[config.mk]
export PLATFORM = sky130hd
export DESIGN_NAME = inode_block_map_translate_core_flat
export DESIGN_NICKNAME = d
export VERILOG_FILES = /design/src/design/ibm_pkg.sv /design/src/design/ibm_in_if.sv /design/src/design/ibm_out_if.sv /design/src/design/ibm_zone_store.sv /design/src/design/ibm_walk_step.sv /design/src/design/inode_block_map_translate_core.sv /design/src/flat_wrapper.sv
export SDC_FILE = /design/constraint.sdc
export NUM_CORES = 2
export LEC_CHECK = 0
export ABC_AREA = 1
export BUFFER_PORTS_ARGS = -buffer_cell sky130_fd_sc_hd__buf_2
export CORE_MARGIN = 3
export CORE_UTILIZATION = 40
export CTS_CLUSTER_DIAMETER = 50
export DETAILED_ROUTE_END_ITERATION = 7
export PLACE_DENSITY = 0.59
export SLEW_MARGIN = 10
export SYNTH_ARGS = -nofsm -noshare
export SYNTH_HDL_FRONTEND = slang
export SYNTH_SLANG_ARGS = --single-unit
export TNS_END_PERCENT = 100
[constraint.sdc]
create_clock -name i_clk -period 11.15 [get_ports i_clk]
set_input_delay 0.5575 -clock i_clk [delete_from_list [all_inputs] [get_ports i_clk]]
set_output_delay 0.5575 -clock i_clk [all_outputs]
set_load 0.05 [all_outputs]
[src/design/ibm_pkg.sv]
package ibm_pkg;

    localparam int DIRECT_SLOTS_DEF = 7;

    localparam int CMD_W     = 2;
    localparam int SLOT_W    = 4;
    localparam int ZONE_W    = 32;
    localparam int ADDR_W    = 56;
    localparam int INNER_W   = 14;
    localparam int BIZ_W     = 7;
    localparam int ZS_W      = 3;
    localparam int BS_W      = 5;
    localparam int CFG_IDX_W = 1;
    localparam int CFG_DAT_W = 5;

    localparam logic [BS_W-1:0] BS_MIN = 5'd10;
    localparam logic [BS_W-1:0] BS_MAX = 5'd16;

    localparam logic [CFG_IDX_W-1:0] CFG_ZONE_SHIFT = 1'd0;
    localparam logic [CFG_IDX_W-1:0] CFG_BS_SHIFT   = 1'd1;

    localparam logic KIND_READ   = 1'b0;
    localparam logic KIND_ANSWER = 1'b1;

    typedef enum logic [CMD_W-1:0] {
        CMD_LOAD   = 2'd0,
        CMD_LOOKUP = 2'd1,
        CMD_REPLY  = 2'd2
    } t_cmd;

    typedef enum logic [1:0] {
        PH_IDLE   = 2'd0,
        PH_DATA   = 2'd1,
        PH_SECOND = 2'd2
    } t_phase;

    typedef struct packed {
        logic [CMD_W-1:0]  cmd;
        logic [SLOT_W-1:0] slot;
        logic [ZONE_W-1:0] zone_value;
        logic [ZONE_W-1:0] logical_block;
        logic [ZONE_W-1:0] pointer_word;
    } t_item;

    typedef struct packed {
        t_phase             phase;
        logic [INNER_W-1:0] inner_idx;
        logic [BIZ_W-1:0]   biz;
    } t_walk_state;

    typedef struct packed {
        logic              kind;
        logic [ADDR_W-1:0] read_address;
        logic [ZONE_W-1:0] disk_block;
        logic              is_hole;
    } t_result;

endpackage

[src/design/ibm_in_if.sv]
interface ibm_in_if import ibm_pkg::*; ();
    logic              valid;
    logic              ready;
    logic [CMD_W-1:0]  cmd;
    logic [SLOT_W-1:0] slot;
    logic [ZONE_W-1:0] zone_value;
    logic [ZONE_W-1:0] logical_block;
    logic [ZONE_W-1:0] pointer_word;

    modport source (
        output valid, cmd, slot, zone_value, logical_block, pointer_word,
        input  ready
    );
    modport sink (
        input  valid, cmd, slot, zone_value, logical_block, pointer_word,
        output ready
    );
endinterface

[src/design/ibm_out_if.sv]
interface ibm_out_if import ibm_pkg::*; ();
    logic              valid;
    logic              ready;
    logic              kind;
    logic [ADDR_W-1:0] read_address;
    logic [ZONE_W-1:0] disk_block;
    logic              is_hole;

    modport source (
        output valid, kind, read_address, disk_block, is_hole,
        input  ready
    );
    modport sink (
        input  valid, kind, read_address, disk_block, is_hole,
        output ready
    );
endinterface

[src/design/ibm_zone_store.sv]
module ibm_zone_store import ibm_pkg::*; #(
    parameter int DIRECT_SLOTS = DIRECT_SLOTS_DEF,
    localparam int IDX_W = (DIRECT_SLOTS > 1) ? $clog2(DIRECT_SLOTS) : 1
) (
    input  logic              i_clk,
    input  logic              i_rst_n,
    input  logic              i_we,
    input  logic [SLOT_W-1:0] i_slot,
    input  logic [ZONE_W-1:0] i_value,
    input  logic [IDX_W-1:0]  i_rd_idx,
    output logic [ZONE_W-1:0] o_dir_zone,
    output logic [ZONE_W-1:0] o_single_zone,
    output logic [ZONE_W-1:0] o_double_zone
);

    logic [ZONE_W-1:0] r_dir [DIRECT_SLOTS];
    logic [ZONE_W-1:0] r_single;
    logic [ZONE_W-1:0] r_double;

    always_ff @(posedge i_clk) begin
        if (!i_rst_n) begin
            for (int k = 0; k < DIRECT_SLOTS; k++) begin
                r_dir[k] <= '0;
            end
            r_single <= '0;
            r_double <= '0;
        end else if (i_we) begin
            if (6'(i_slot) < 6'(DIRECT_SLOTS)) begin
                r_dir[i_slot[IDX_W-1:0]] <= i_value;
            end else if (6'(i_slot) == 6'(DIRECT_SLOTS)) begin
                r_single <= i_value;
            end else if (6'(i_slot) == 6'(DIRECT_SLOTS + 1)) begin
                r_double <= i_value;
            end
        end
    end

    assign o_dir_zone    = (32'(i_rd_idx) < 32'(DIRECT_SLOTS)) ? r_dir[i_rd_idx] : '0;
    assign o_single_zone = r_single;
    assign o_double_zone = r_double;

endmodule

[src/design/ibm_walk_step.sv]
module ibm_walk_step import ibm_pkg::*; #(
    parameter int DIRECT_SLOTS = DIRECT_SLOTS_DEF,
    localparam int IDX_W = (DIRECT_SLOTS > 1) ? $clog2(DIRECT_SLOTS) : 1
) (
    input  t_item             i_item,
    input  t_walk_state       i_state,
    input  logic [ZS_W-1:0]   i_zone_shift,
    input  logic [BS_W-1:0]   i_bs_shift,
    input  logic [ZONE_W-1:0] i_dir_zone,
    input  logic [ZONE_W-1:0] i_single_zone,
    input  logic [ZONE_W-1:0] i_double_zone,
    output logic [IDX_W-1:0]  o_dir_idx,
    output logic              o_emit,
    output t_result           o_res,
    output t_walk_state       o_state
);

    function automatic logic [ADDR_W-1:0] word_addr(input logic [ZONE_W-1:0] zone,
                                                    input logic [BS_W-1:0] sh,
                                                    input logic [INNER_W-1:0] idx);
        word_addr = (ADDR_W'(zone) << sh) + ADDR_W'({idx, 2'b00});
    endfunction

    logic [BS_W-1:0]    ebs;
    logic [3:0]         ps;
    logic [INNER_W:0]   ppb;
    logic [INNER_W-1:0] idx_mask;
    logic [BS_W-1:0]    addr_sh;
    logic [ZONE_W-1:0]  lz;
    logic [BIZ_W-1:0]   new_biz;
    logic [ZONE_W-1:0]  rel;
    logic [ZONE_W-1:0]  rel2;
    logic [ZONE_W-1:0]  first;

    logic               do_ans;
    logic [ZONE_W-1:0]  ans_zone;
    logic [BIZ_W-1:0]   ans_biz;

    always_comb begin
        ebs      = (i_bs_shift < BS_MIN) ? BS_MIN : ((i_bs_shift > BS_MAX) ? BS_MAX : i_bs_shift);
        ps       = 4'(ebs - 5'd2);
        ppb      = (INNER_W+1)'(1) << ps;
        idx_mask = INNER_W'(ppb - (INNER_W+1)'(1));
        addr_sh  = ebs + BS_W'(i_zone_shift);
        lz       = i_item.logical_block >> i_zone_shift;
        new_biz  = BIZ_W'(i_item.logical_block) & BIZ_W'((8'd1 << i_zone_shift) - 8'd1);
        rel      = lz - ZONE_W'(DIRECT_SLOTS);
        rel2     = rel - ZONE_W'(ppb);
        first    = rel2 >> ps;
    end

    assign o_dir_idx = lz[IDX_W-1:0];

    always_comb begin
        o_emit   = 1'b0;
        o_state  = i_state;
        o_res    = '0;
        do_ans   = 1'b0;
        ans_zone = '0;
        ans_biz  = i_state.biz;

        case (t_cmd'(i_item.cmd))
            CMD_LOAD: begin
            end
            CMD_LOOKUP: begin
                if (i_state.phase == PH_IDLE) begin
                    o_emit      = 1'b1;
                    o_state.biz = new_biz;
                    ans_biz     = new_biz;
                    if (lz < ZONE_W'(DIRECT_SLOTS)) begin
                        do_ans   = 1'b1;
                        ans_zone = i_dir_zone;
                    end else if (rel < ZONE_W'(ppb)) begin
                        if (i_single_zone == '0) begin
                            do_ans = 1'b1;
                        end else begin
                            o_state.phase      = PH_DATA;
                            o_res.kind         = KIND_READ;
                            o_res.read_address = word_addr(i_single_zone, addr_sh,
                                                           INNER_W'(rel));
                        end
                    end else if (first >= ZONE_W'(ppb) || i_double_zone == '0) begin
                        do_ans = 1'b1;
                    end else begin
                        o_state.inner_idx  = INNER_W'(rel2) & idx_mask;
                        o_state.phase      = PH_SECOND;
                        o_res.kind         = KIND_READ;
                        o_res.read_address = word_addr(i_double_zone, addr_sh,
                                                       INNER_W'(first));
                    end
                end
            end
            CMD_REPLY: begin
                case (i_state.phase)
                    PH_DATA: begin
                        o_emit        = 1'b1;
                        o_state.phase = PH_IDLE;
                        do_ans        = 1'b1;
                        ans_zone      = i_item.pointer_word;
                    end
                    PH_SECOND: begin
                        o_emit = 1'b1;
                        if (i_item.pointer_word == '0) begin
                            o_state.phase = PH_IDLE;
                            do_ans        = 1'b1;
                        end else begin
                            o_state.phase      = PH_DATA;
                            o_res.kind         = KIND_READ;
                            o_res.read_address = word_addr(i_item.pointer_word, addr_sh,
                                                           i_state.inner_idx & idx_mask);
                        end
                    end
                    default: begin
                    end
                endcase
            end
            default: begin
            end
        endcase

        if (do_ans) begin
            o_res.kind         = KIND_ANSWER;
            o_res.read_address = '0;
            if (ans_zone == '0) begin
                o_res.is_hole = 1'b1;
            end else begin
                o_res.disk_block = (ans_zone << i_zone_shift) + ZONE_W'(ans_biz);
            end
        end
    end

endmodule

[src/design/inode_block_map_translate_core.sv]
// A beat waits in r_in until it fires; any result is then registered in r_out.
// Throughput: one input beat per cycle when the result side keeps up; loads,
// dropped beats and pointer replies all move at that rate.
// Reset: synchronous, active low; clears zone slots, walk phase and pending index,
// configuration registers (zone_shift 0, block_size_shift 10) and both valid flags.
module inode_block_map_translate_core import ibm_pkg::*; #(
    parameter int DIRECT_SLOTS = DIRECT_SLOTS_DEF,
    localparam int IDX_W = (DIRECT_SLOTS > 1) ? $clog2(DIRECT_SLOTS) : 1
) (
    input  logic                 i_clk,
    input  logic                 i_rst_n,
    input  logic                 i_cfg_we,
    input  logic [CFG_IDX_W-1:0] i_cfg_idx,
    input  logic [CFG_DAT_W-1:0] i_cfg_data,
    ibm_in_if.sink               i_in,
    ibm_out_if.source            o_out
);

    logic            r_in_valid;
    t_item           r_in;
    t_walk_state     r_state;
    logic            r_out_valid;
    t_result         r_out;
    logic [ZS_W-1:0] r_zone_shift;
    logic [BS_W-1:0] r_bs_shift;

    logic              fire;
    logic              step_emit;
    t_result           step_res;
    t_walk_state       step_state;
    logic [IDX_W-1:0]  dir_idx;
    logic [ZONE_W-1:0] dir_zone;
    logic [ZONE_W-1:0] single_zone;
    logic [ZONE_W-1:0] double_zone;

    // the step fires only when the result register is free, so state moves in order
    assign fire       = r_in_valid && (!r_out_valid || o_out.ready);
    assign i_in.ready = !r_in_valid || fire;

    always_ff @(posedge i_clk) begin
        if (!i_rst_n) begin
            r_zone_shift <= '0;
            r_bs_shift   <= BS_MIN;
        end else if (i_cfg_we) begin
            case (i_cfg_idx)
                CFG_ZONE_SHIFT: r_zone_shift <= ZS_W'(i_cfg_data);
                CFG_BS_SHIFT:   r_bs_shift   <= BS_W'(i_cfg_data);
                default: begin
                end
            endcase
        end
    end

    always_ff @(posedge i_clk) begin
        if (!i_rst_n) begin
            r_in_valid <= 1'b0;
        end else if (i_in.valid && i_in.ready) begin
            r_in_valid <= 1'b1;
        end else if (fire) begin
            r_in_valid <= 1'b0;
        end
    end

    always_ff @(posedge i_clk) begin
        if (i_in.valid && i_in.ready) begin
            r_in.cmd           <= i_in.cmd;
            r_in.slot          <= i_in.slot;
            r_in.zone_value    <= i_in.zone_value;
            r_in.logical_block <= i_in.logical_block;
            r_in.pointer_word  <= i_in.pointer_word;
        end
    end

    always_ff @(posedge i_clk) begin
        if (!i_rst_n) begin
            r_state.phase     <= PH_IDLE;
            r_state.inner_idx <= '0;
            r_state.biz       <= '0;
        end else if (fire) begin
            r_state <= step_state;
        end
    end

    always_ff @(posedge i_clk) begin
        if (!i_rst_n) begin
            r_out_valid <= 1'b0;
        end else if (fire) begin
            r_out_valid <= step_emit;
        end else if (o_out.ready) begin
            r_out_valid <= 1'b0;
        end
    end

    always_ff @(posedge i_clk) begin
        if (fire && step_emit) begin
            r_out <= step_res;
        end
    end

    ibm_zone_store #(
        .DIRECT_SLOTS (DIRECT_SLOTS)
    ) u_store (
        .i_clk         (i_clk),
        .i_rst_n       (i_rst_n),
        .i_we          (fire && (t_cmd'(r_in.cmd) == CMD_LOAD)),
        .i_slot        (r_in.slot),
        .i_value       (r_in.zone_value),
        .i_rd_idx      (dir_idx),
        .o_dir_zone    (dir_zone),
        .o_single_zone (single_zone),
        .o_double_zone (double_zone)
    );

    ibm_walk_step #(
        .DIRECT_SLOTS (DIRECT_SLOTS)
    ) u_step (
        .i_item        (r_in),
        .i_state       (r_state),
        .i_zone_shift  (r_zone_shift),
        .i_bs_shift    (r_bs_shift),
        .i_dir_zone    (dir_zone),
        .i_single_zone (single_zone),
        .i_double_zone (double_zone),
        .o_dir_idx     (dir_idx),
        .o_emit        (step_emit),
        .o_res         (step_res),
        .o_state       (step_state)
    );

    assign o_out.valid        = r_out_valid;
    assign o_out.kind         = r_out.kind;
    assign o_out.read_address = r_out.read_address;
    assign o_out.disk_block   = r_out.disk_block;
    assign o_out.is_hole      = r_out.is_hole;

    a_read_opens_walk: assert property (@(posedge i_clk) disable iff (!i_rst_n)
        fire && step_emit && step_res.kind == KIND_READ |=> r_state.phase != PH_IDLE)
        else $error("read request issued without a pending walk");

    a_answer_closes_walk: assert property (@(posedge i_clk) disable iff (!i_rst_n)
        fire && step_emit && step_res.kind == KIND_ANSWER |=> r_state.phase == PH_IDLE)
        else $error("walk still pending after a final answer");

    a_in_held: assert property (@(posedge i_clk) disable iff (!i_rst_n)
        r_in_valid && !fire |=> r_in_valid && $stable(r_in))
        else $error("input register changed before its step fired");

    a_answer_no_addr: assert property (@(posedge i_clk) disable iff (!i_rst_n)
        r_out_valid && r_out.kind == KIND_ANSWER |-> r_out.read_address == '0)
        else $error("final answer carries a read address");

    a_read_no_block: assert property (@(posedge i_clk) disable iff (!i_rst_n)
        r_out_valid && r_out.kind == KIND_READ |-> r_out.disk_block == '0 && !r_out.is_hole)
        else $error("read request carries answer fields");

endmodule
[src/flat_wrapper.sv]
// flat-port wrapper written by rule: the top's interface ports become plain ports
module inode_block_map_translate_core_flat import ibm_pkg::*;
#(
    parameter int DIRECT_SLOTS = DIRECT_SLOTS_DEF,
    localparam int IDX_W = (DIRECT_SLOTS > 1) ? $clog2(DIRECT_SLOTS) : 1
)
  (i_clk, i_rst_n, i_cfg_we, i_cfg_idx, i_cfg_data, i_in_valid, i_in_cmd, i_in_slot, i_in_zone_value, i_in_logical_block, i_in_pointer_word, i_in_ready, o_out_valid, o_out_kind, o_out_read_address, o_out_disk_block, o_out_is_hole, o_out_ready);
  ibm_in_if i_in_i ();
  ibm_out_if o_out_i ();
  input  logic i_clk;
  input  logic i_rst_n;
  input  logic i_cfg_we;
  input  logic [CFG_IDX_W-1:0] i_cfg_idx;
  input  logic [CFG_DAT_W-1:0] i_cfg_data;
  input wire logic [$bits(i_in_i.valid)-1:0] i_in_valid;
  input wire logic [$bits(i_in_i.cmd)-1:0] i_in_cmd;
  input wire logic [$bits(i_in_i.slot)-1:0] i_in_slot;
  input wire logic [$bits(i_in_i.zone_value)-1:0] i_in_zone_value;
  input wire logic [$bits(i_in_i.logical_block)-1:0] i_in_logical_block;
  input wire logic [$bits(i_in_i.pointer_word)-1:0] i_in_pointer_word;
  output wire logic [$bits(i_in_i.ready)-1:0] i_in_ready;
  output wire logic [$bits(o_out_i.valid)-1:0] o_out_valid;
  output wire logic [$bits(o_out_i.kind)-1:0] o_out_kind;
  output wire logic [$bits(o_out_i.read_address)-1:0] o_out_read_address;
  output wire logic [$bits(o_out_i.disk_block)-1:0] o_out_disk_block;
  output wire logic [$bits(o_out_i.is_hole)-1:0] o_out_is_hole;
  input wire logic [$bits(o_out_i.ready)-1:0] o_out_ready;
  assign i_in_i.valid = i_in_valid;
  assign i_in_i.cmd = i_in_cmd;
  assign i_in_i.slot = i_in_slot;
  assign i_in_i.zone_value = i_in_zone_value;
  assign i_in_i.logical_block = i_in_logical_block;
  assign i_in_i.pointer_word = i_in_pointer_word;
  assign i_in_ready = i_in_i.ready;
  assign o_out_valid = o_out_i.valid;
  assign o_out_kind = o_out_i.kind;
  assign o_out_read_address = o_out_i.read_address;
  assign o_out_disk_block = o_out_i.disk_block;
  assign o_out_is_hole = o_out_i.is_hole;
  assign o_out_i.ready = o_out_ready;
  inode_block_map_translate_core #(.DIRECT_SLOTS(DIRECT_SLOTS)) u_core (.i_clk(i_clk), .i_rst_n(i_rst_n), .i_cfg_we(i_cfg_we), .i_cfg_idx(i_cfg_idx), .i_cfg_data(i_cfg_data), .i_in(i_in_i), .o_out(o_out_i));
endmodule
### Word-level counts from Yosys, hierarchy flattened

Memories as Yosys holds them, arrays and structs flattened.
Index checks and enable logic that the tools add are counted.

* flip-flop bits (word level): 289
* bits in writable memories: 224
* input port bits: 113
* output and inout bits: 92
* word-level logic and storage cells: 143
* memories kept: 1

* $add $sub $neg: 10
* magnitude comparators: 7
* eq/ne operators: 11
* shifts and indexed selects: 8
* multiplexer cells: 50
* bitwise operators: 10
* reductions and logical operators: 28

Memory list
* u_core.u_store.r_dir: words 7, width 32, rd ports 1, clocked after Yosys merged registers in 0, wr ports 7, line ibm_zone_store.sv:16 `logic [ZONE_W-1:0] r_dir [DIRECT_SLOTS];`

Operators with widths (count)
* 56-bit 2-to-1 mux: 4
* 57-bit 2-to-1 mux: 3
* 56-bit by 16-bit adder with 56-bit output: 3
* 32-bit by 5-bit left shift with 56-bit output: 3
* 32-bit 2-to-1 mux: 5
* 32-bit zero test: 4
* 57-bit one-hot mux with 2 select lines: 1
* 32-bit one-hot mux with 2 select lines: 1
* 32-bit by 7-bit adder with 32-bit output: 1
* 32-bit by 15-bit >= comparator with 1-bit output: 1
* 32-bit by 15-bit less-than comparator with 1-bit output: 1
* 32-bit by 3-bit less-than comparator with 1-bit output (second input constant): 1
* 16-bit 2-to-1 mux: 2
* 32-bit OR reduction: 1
* 32-bit by 3-bit left shift with 32-bit output: 1
* 32-bit by 3-bit >> shifter with 32-bit output: 1
* 32-bit by 4-bit >> shifter with 32-bit output: 1
* 32-bit by 15-bit subtractor with 32-bit output: 1
* 32-bit by 3-bit subtractor with 32-bit output (second input constant): 1
* 14-bit bitwise AND: 2
* 23-bit 2-to-1 mux: 1
* 1-bit 2-to-1 mux: 20
* 1-bit by 4-bit left shift with 15-bit output (first input constant): 1
* 14-bit 2-to-1 mux: 1
* 35 further kinds: 63

### Longest topological paths before layout

* depth after elaboration: 16
* gate-level depth with buffers: 65
* gate-level depth less buffers: 59

### By module

From an unflattened synthesis, not the netlist that was laid out.

* cells, all modules: 6354
* area total of the unflattened synthesis: 42972.5 sq um

Modules (own cells, without submodules)
* ibm_walk_step: instances 1, cells an instance 4508, area each 22161.3 sq um, seq. area each 0.0 sq um
* ibm_zone_store: instances 1, cells an instance 1449, area each 13633.1 sq um, seq. area each 8648.3 sq um
* inode_block_map_translate_core: instances 1, cells an instance 397, area each 7178.1 sq um, seq. area each 6426.2 sq um

### Least setup slack after synthesis

No wires, ideal clock.

* path kind: register to register
* start: register u_core.r_zone_shift[0]
* end: register u_core.r_out, in the netlist u_core.o_out.read_address[42] (data pin)
* setup time: 0.140 ns
* data arrival time: 8.027 ns
* data required time: 11.010 ns
* path slack: 2.983 ns
* stages on the path, launching flop included: 63
* path buffers: 8
* clock period less this slack: 8.167 ns
* cells stage by stage: dfxtp_1 -> buf_4 -> buf_6 -> buf_6 -> buf_6 -> o21ai_1 -> nand2_1 -> nand2_1 -> nand2_1 -> nand2_4 -> buf_4 -> buf_2 -> buf_2 -> buf_1 -> ha_1 -> xnor2_1 -> inv_1 -> ha_1 -> [27 not listed] -> nand2_1 -> a21oi_1 -> o21ai_0 -> inv_1 -> o21ai_0 -> nand2_1 -> nor2_1 -> nand3_1 -> inv_1 -> nand4_1 -> nor4_1 -> nand4_1 -> nor3b_1 -> xor2_1 -> nand3_1 -> o21ai_0 -> nand2_1 -> a21oi_2

* word-level cells in the longest chain between the ends: 11
* elaborated cells on any way between the ends: 28
* those cells by class: 6 x add/sub; 3 x order compare; 5 x shift; 13 x mux; 1 x reduce/logical

RTL lines
* from (decl): line inode_block_map_translate_core.sv:24 `logic [ZS_W-1:0] r_zone_shift;`
* from (signal assigned): line inode_block_map_translate_core.sv:46 `CFG_ZONE_SHIFT: r_zone_shift <= ZS_W'(i_cfg_data);`
* parallel branches: the longest is 11 deep, another holds 56-bit by 16-bit adder with 56-bit output
* to (signal assigned): line inode_block_map_translate_core.sv:96 `r_out <= step_res;`
* to (decl): line inode_block_map_translate_core.sv:23 `t_result r_out;`

Several ways; the timed one is not identified.
A chain may end at the register's enable or synchronous reset.

### Worst setup path in the final report

* start: register u_core.r_zone_shift[1]
* end: register u_core.r_out, in the netlist u_core.o_out.read_address[54] (data pin)

The elaborated chain is that of the path after synthesis.

==> reports/summary.txt <==
Crit path max fanout: 54
Routability cong.: 0.9873
Primary FF master, synth: edfxtp_1
Vias in the first global route: 37,180
Reg area: 15,080 µm²
Largest delay contributor family on the critical path: simple AND/OR/NAND/NOR gates
Syn-to-layout area delta: 10.92%
Root Driver: clkbuf_16
Worst Path Required: 11.62 ns
Post-synthesis area per instance: 6.938 µm²
Class of the worst hold path: input port to register
R2R depth: 53
Largest net degree at the start of global routing: 107
Clock skew: 0.05370 ns
Synth area leader: edfxtp_1
Synth Area in Simple Gates: 29.40%
H-tree depth: 3
RSZ-0062 raised after global routing: no
Final Cell Area: 45,620 µm²
Post-synthesis sequential area ratio: 36.65%
# nets final: 6,197
Count leader, synth: nand2_1
Final ANT Viol Nets: 0
Cts repair resizes: 0
Ports: 205
Minimum clock period after layout: 9.799 ns
Pwr per Cell Area: 152.9 nW/µm²
Kind of critical path: register to register
Drt pass-1 iters: 8
Clock transition at path regs: 0.06 ns
# setup viols final: 0
Largest family of logic cells by synthesized area: simple AND/OR/NAND/NOR gates
Area taken by multi-input logic gates: 22,340 µm²
LEAKAGE: 0.01853 µW
GRT Total Usage: 27.89%
Fillcell total: 10,590
Async S/R FF share, synth: 0%
Slowest stage delay, CP: 0.70 ns
Die height: 326.7 µm
Synth Area in Adders: 2.695%
Outcome: completed
R2r setup slk: 1.35 ns
Critical-path top delay cell: nand3_4
Worst setup path end: u_core.o_out.read_address[54]
Crit path launch: u_core.r_zone_shift[1]
Max-cap violations: 0
Via count of the routed design: 41,160
Post-DP HPWL: 117.2 mm
Setup_tns: 0 ns
CTS tree: yes
Post-synth top cells: 1,432 x nand2_1, 739 x nor2_1, 693 x o21ai_0
Post-Syn Area: 41,130 µm²
Worst Path Buf+Inv: 5
Placed Area: 43,050 µm²
Post-synth EDFFs: 416
Site Rows: 116
Most used cell, CP: nand2_1
Worst slew margin: 21.11%
Synthesis Warnings: 0
Die area: 106,700 µm²
Initial core utilization: 40.71%
DRT Wirelength: 155.0 mm
#FFs+latches synth: 545
Deepest clock path buffer count: 3
HP Start: i_in_zone_value[21]
CP Capture Type: register
Crit path DAT: 10.26 ns
Inserted Clock Buffers: 75
Post-CTS Hold Buffers: 0
Setup Buffers After CTS: 0
WL per Instance: 20.89 µm
Max-slew violations: 0
Count of cell types in the netlist: 65
Synth Instances: 5,928
Fin. Hold Viols: 0
Clk_lat worst skew: 0.67 ns
Sink Count: 545
Die Width: 326.7 µm
Initial DRC count: 5,255
# diodes: 0
Antenna violations before repair: 1
Period utilization: 87.88%
Total global routing overflow: 0
Vias per cell: 5.548
Largest cells by area after synthesis: edfxtp_1 30%, nand2_1 13%, o21ai_0 8.4%
R2r startpoint: u_core.r_zone_shift[1]
R2r endpoint: u_core.o_out.read_address[54]
Residual DRC: 0
Tot Pwr: 6974 µW
Mux cell area share after synthesis: 2.750%
# port buffers: 204
Core Region: 101,000 µm²
Xor/xnor share of the synthesized area: 2.531%
Levels on crit path: 53
Worst IR Drop VDD: 0.1149 mV
Max Fclk: 0.1021 GHz
CP Launch Type: register
Compound-Gate Fraction of Synth Area: 16.35%
Wire length of the first global-routing pass: 229.7 mm
Top-area cell type share of the netlist area: 30.37%
Layout cells sized above 1: 9.091%
Actual slew at the worst max-slew pin: 1.179 ns
==> final cells by class <==
cell class | instances | area share, %
timing repair buffer | 266 | 3.264
sequential | 545 | 33.05
clock buffer | 92 | 4.344
tap | 1357 | 3.722
inverter | 649 | 5.359
clock inverter | 47 | 1.286
multi-input combinational | 4462 | 48.97
==> how the worst min path moves through the flow <==
stage                                  endpoint  cells past startpoint  slack, ns
floorplan                     u_core.r_state[2]                      2       0.42
global placement    u_core.u_store.r_dir[6][26]                      2       0.44
detailed placement  u_core.u_store.r_dir[6][12]                      2       0.44
CTS                             u_core.r_in[82]                      1       0.02
global route                    u_core.r_in[94]                      1       0.04
finish                          u_core.r_in[85]                      1       0.06
==> power by group <==
group	total [µW]	internal, µW	switching (µW)	leakage, µW
Combinational	2240	604	1630	0.0121
Sequential	2290	2250	46.9	0.00515
Clock	2440	1440	1000	0.00125
Total	6970	4290	2680	0.0185
==> flip-flops by register name (all words and copies together), names as in the netlist <==
name                          count
u_core.o_out.is_hole              1
u_core.r_in                     102
u_core.o_out.read_address        56
u_core.u_store.r_dir            256
u_core.r_state                   23
u_core.o_out.valid                1
u_core.o_out.disk_block          32
u_core.r_zone_shift               3
u_core.r_bs_shift                 5
u_core.r_in_valid                 1
u_core.u_store.o_single_zone     32
u_core.u_store.o_double_zone     32
u_core.o_out.kind                 1
==> metal layers <==
metal	share of wire, %	wire, µm	track usage (%)	up-vias
met1	45	70130	40.24	19270
met3	8.4	13050	4.442	234
met2	43	66710	42.33	1798
li1	-	-	-	19860
met5	0	0	0	-
met4	3.3	5099	9.433	0
==> cells by family (layout without fill, tap and decap cells) <==
kind of cell,count (synthesis),count (layout)
and+or+nand+nor,2888,2888
buffers and inverters,962,1054
xor gates and xnor gates,118,118
AOI/OAI and AO/OA,1215,1215
other,2,43
muxes,113,113
DFF,545,545
adders and majority gates,85,85
==> layout by cell type (no fill, tap or decap), types with 91 or more instances in the layout <==
cell	synthesis	final
a21oi_1	291	290
buf_2	73	203
dfxtp_1	129	126
edfxtp_1	416	416
inv_1	638	633
mux2i_1	113	113
nand2_1	1432	1431
nand3_1	466	465
nor2_1	739	738
o21ai_0	693	693
xor2_1	91	91
==> through the flow <==
step	hold WS [ns]	utilization, %	setup WS (ns)	cells
3_3_place_gp	0.4359	42.62	1.665	7279
6_report	0.05922	45.16	1.351	7418
3_5_place_dp	0.4421	42.62	1.496	7279
5_1_grt	0.03704	45.16	0.4292	7418
4_1_cts	0.02079	45.16	1.462	7418
2_1_floorplan	0.4245	-	2.983	5969
No activity file was read; power rests on OpenSTA's default activity.
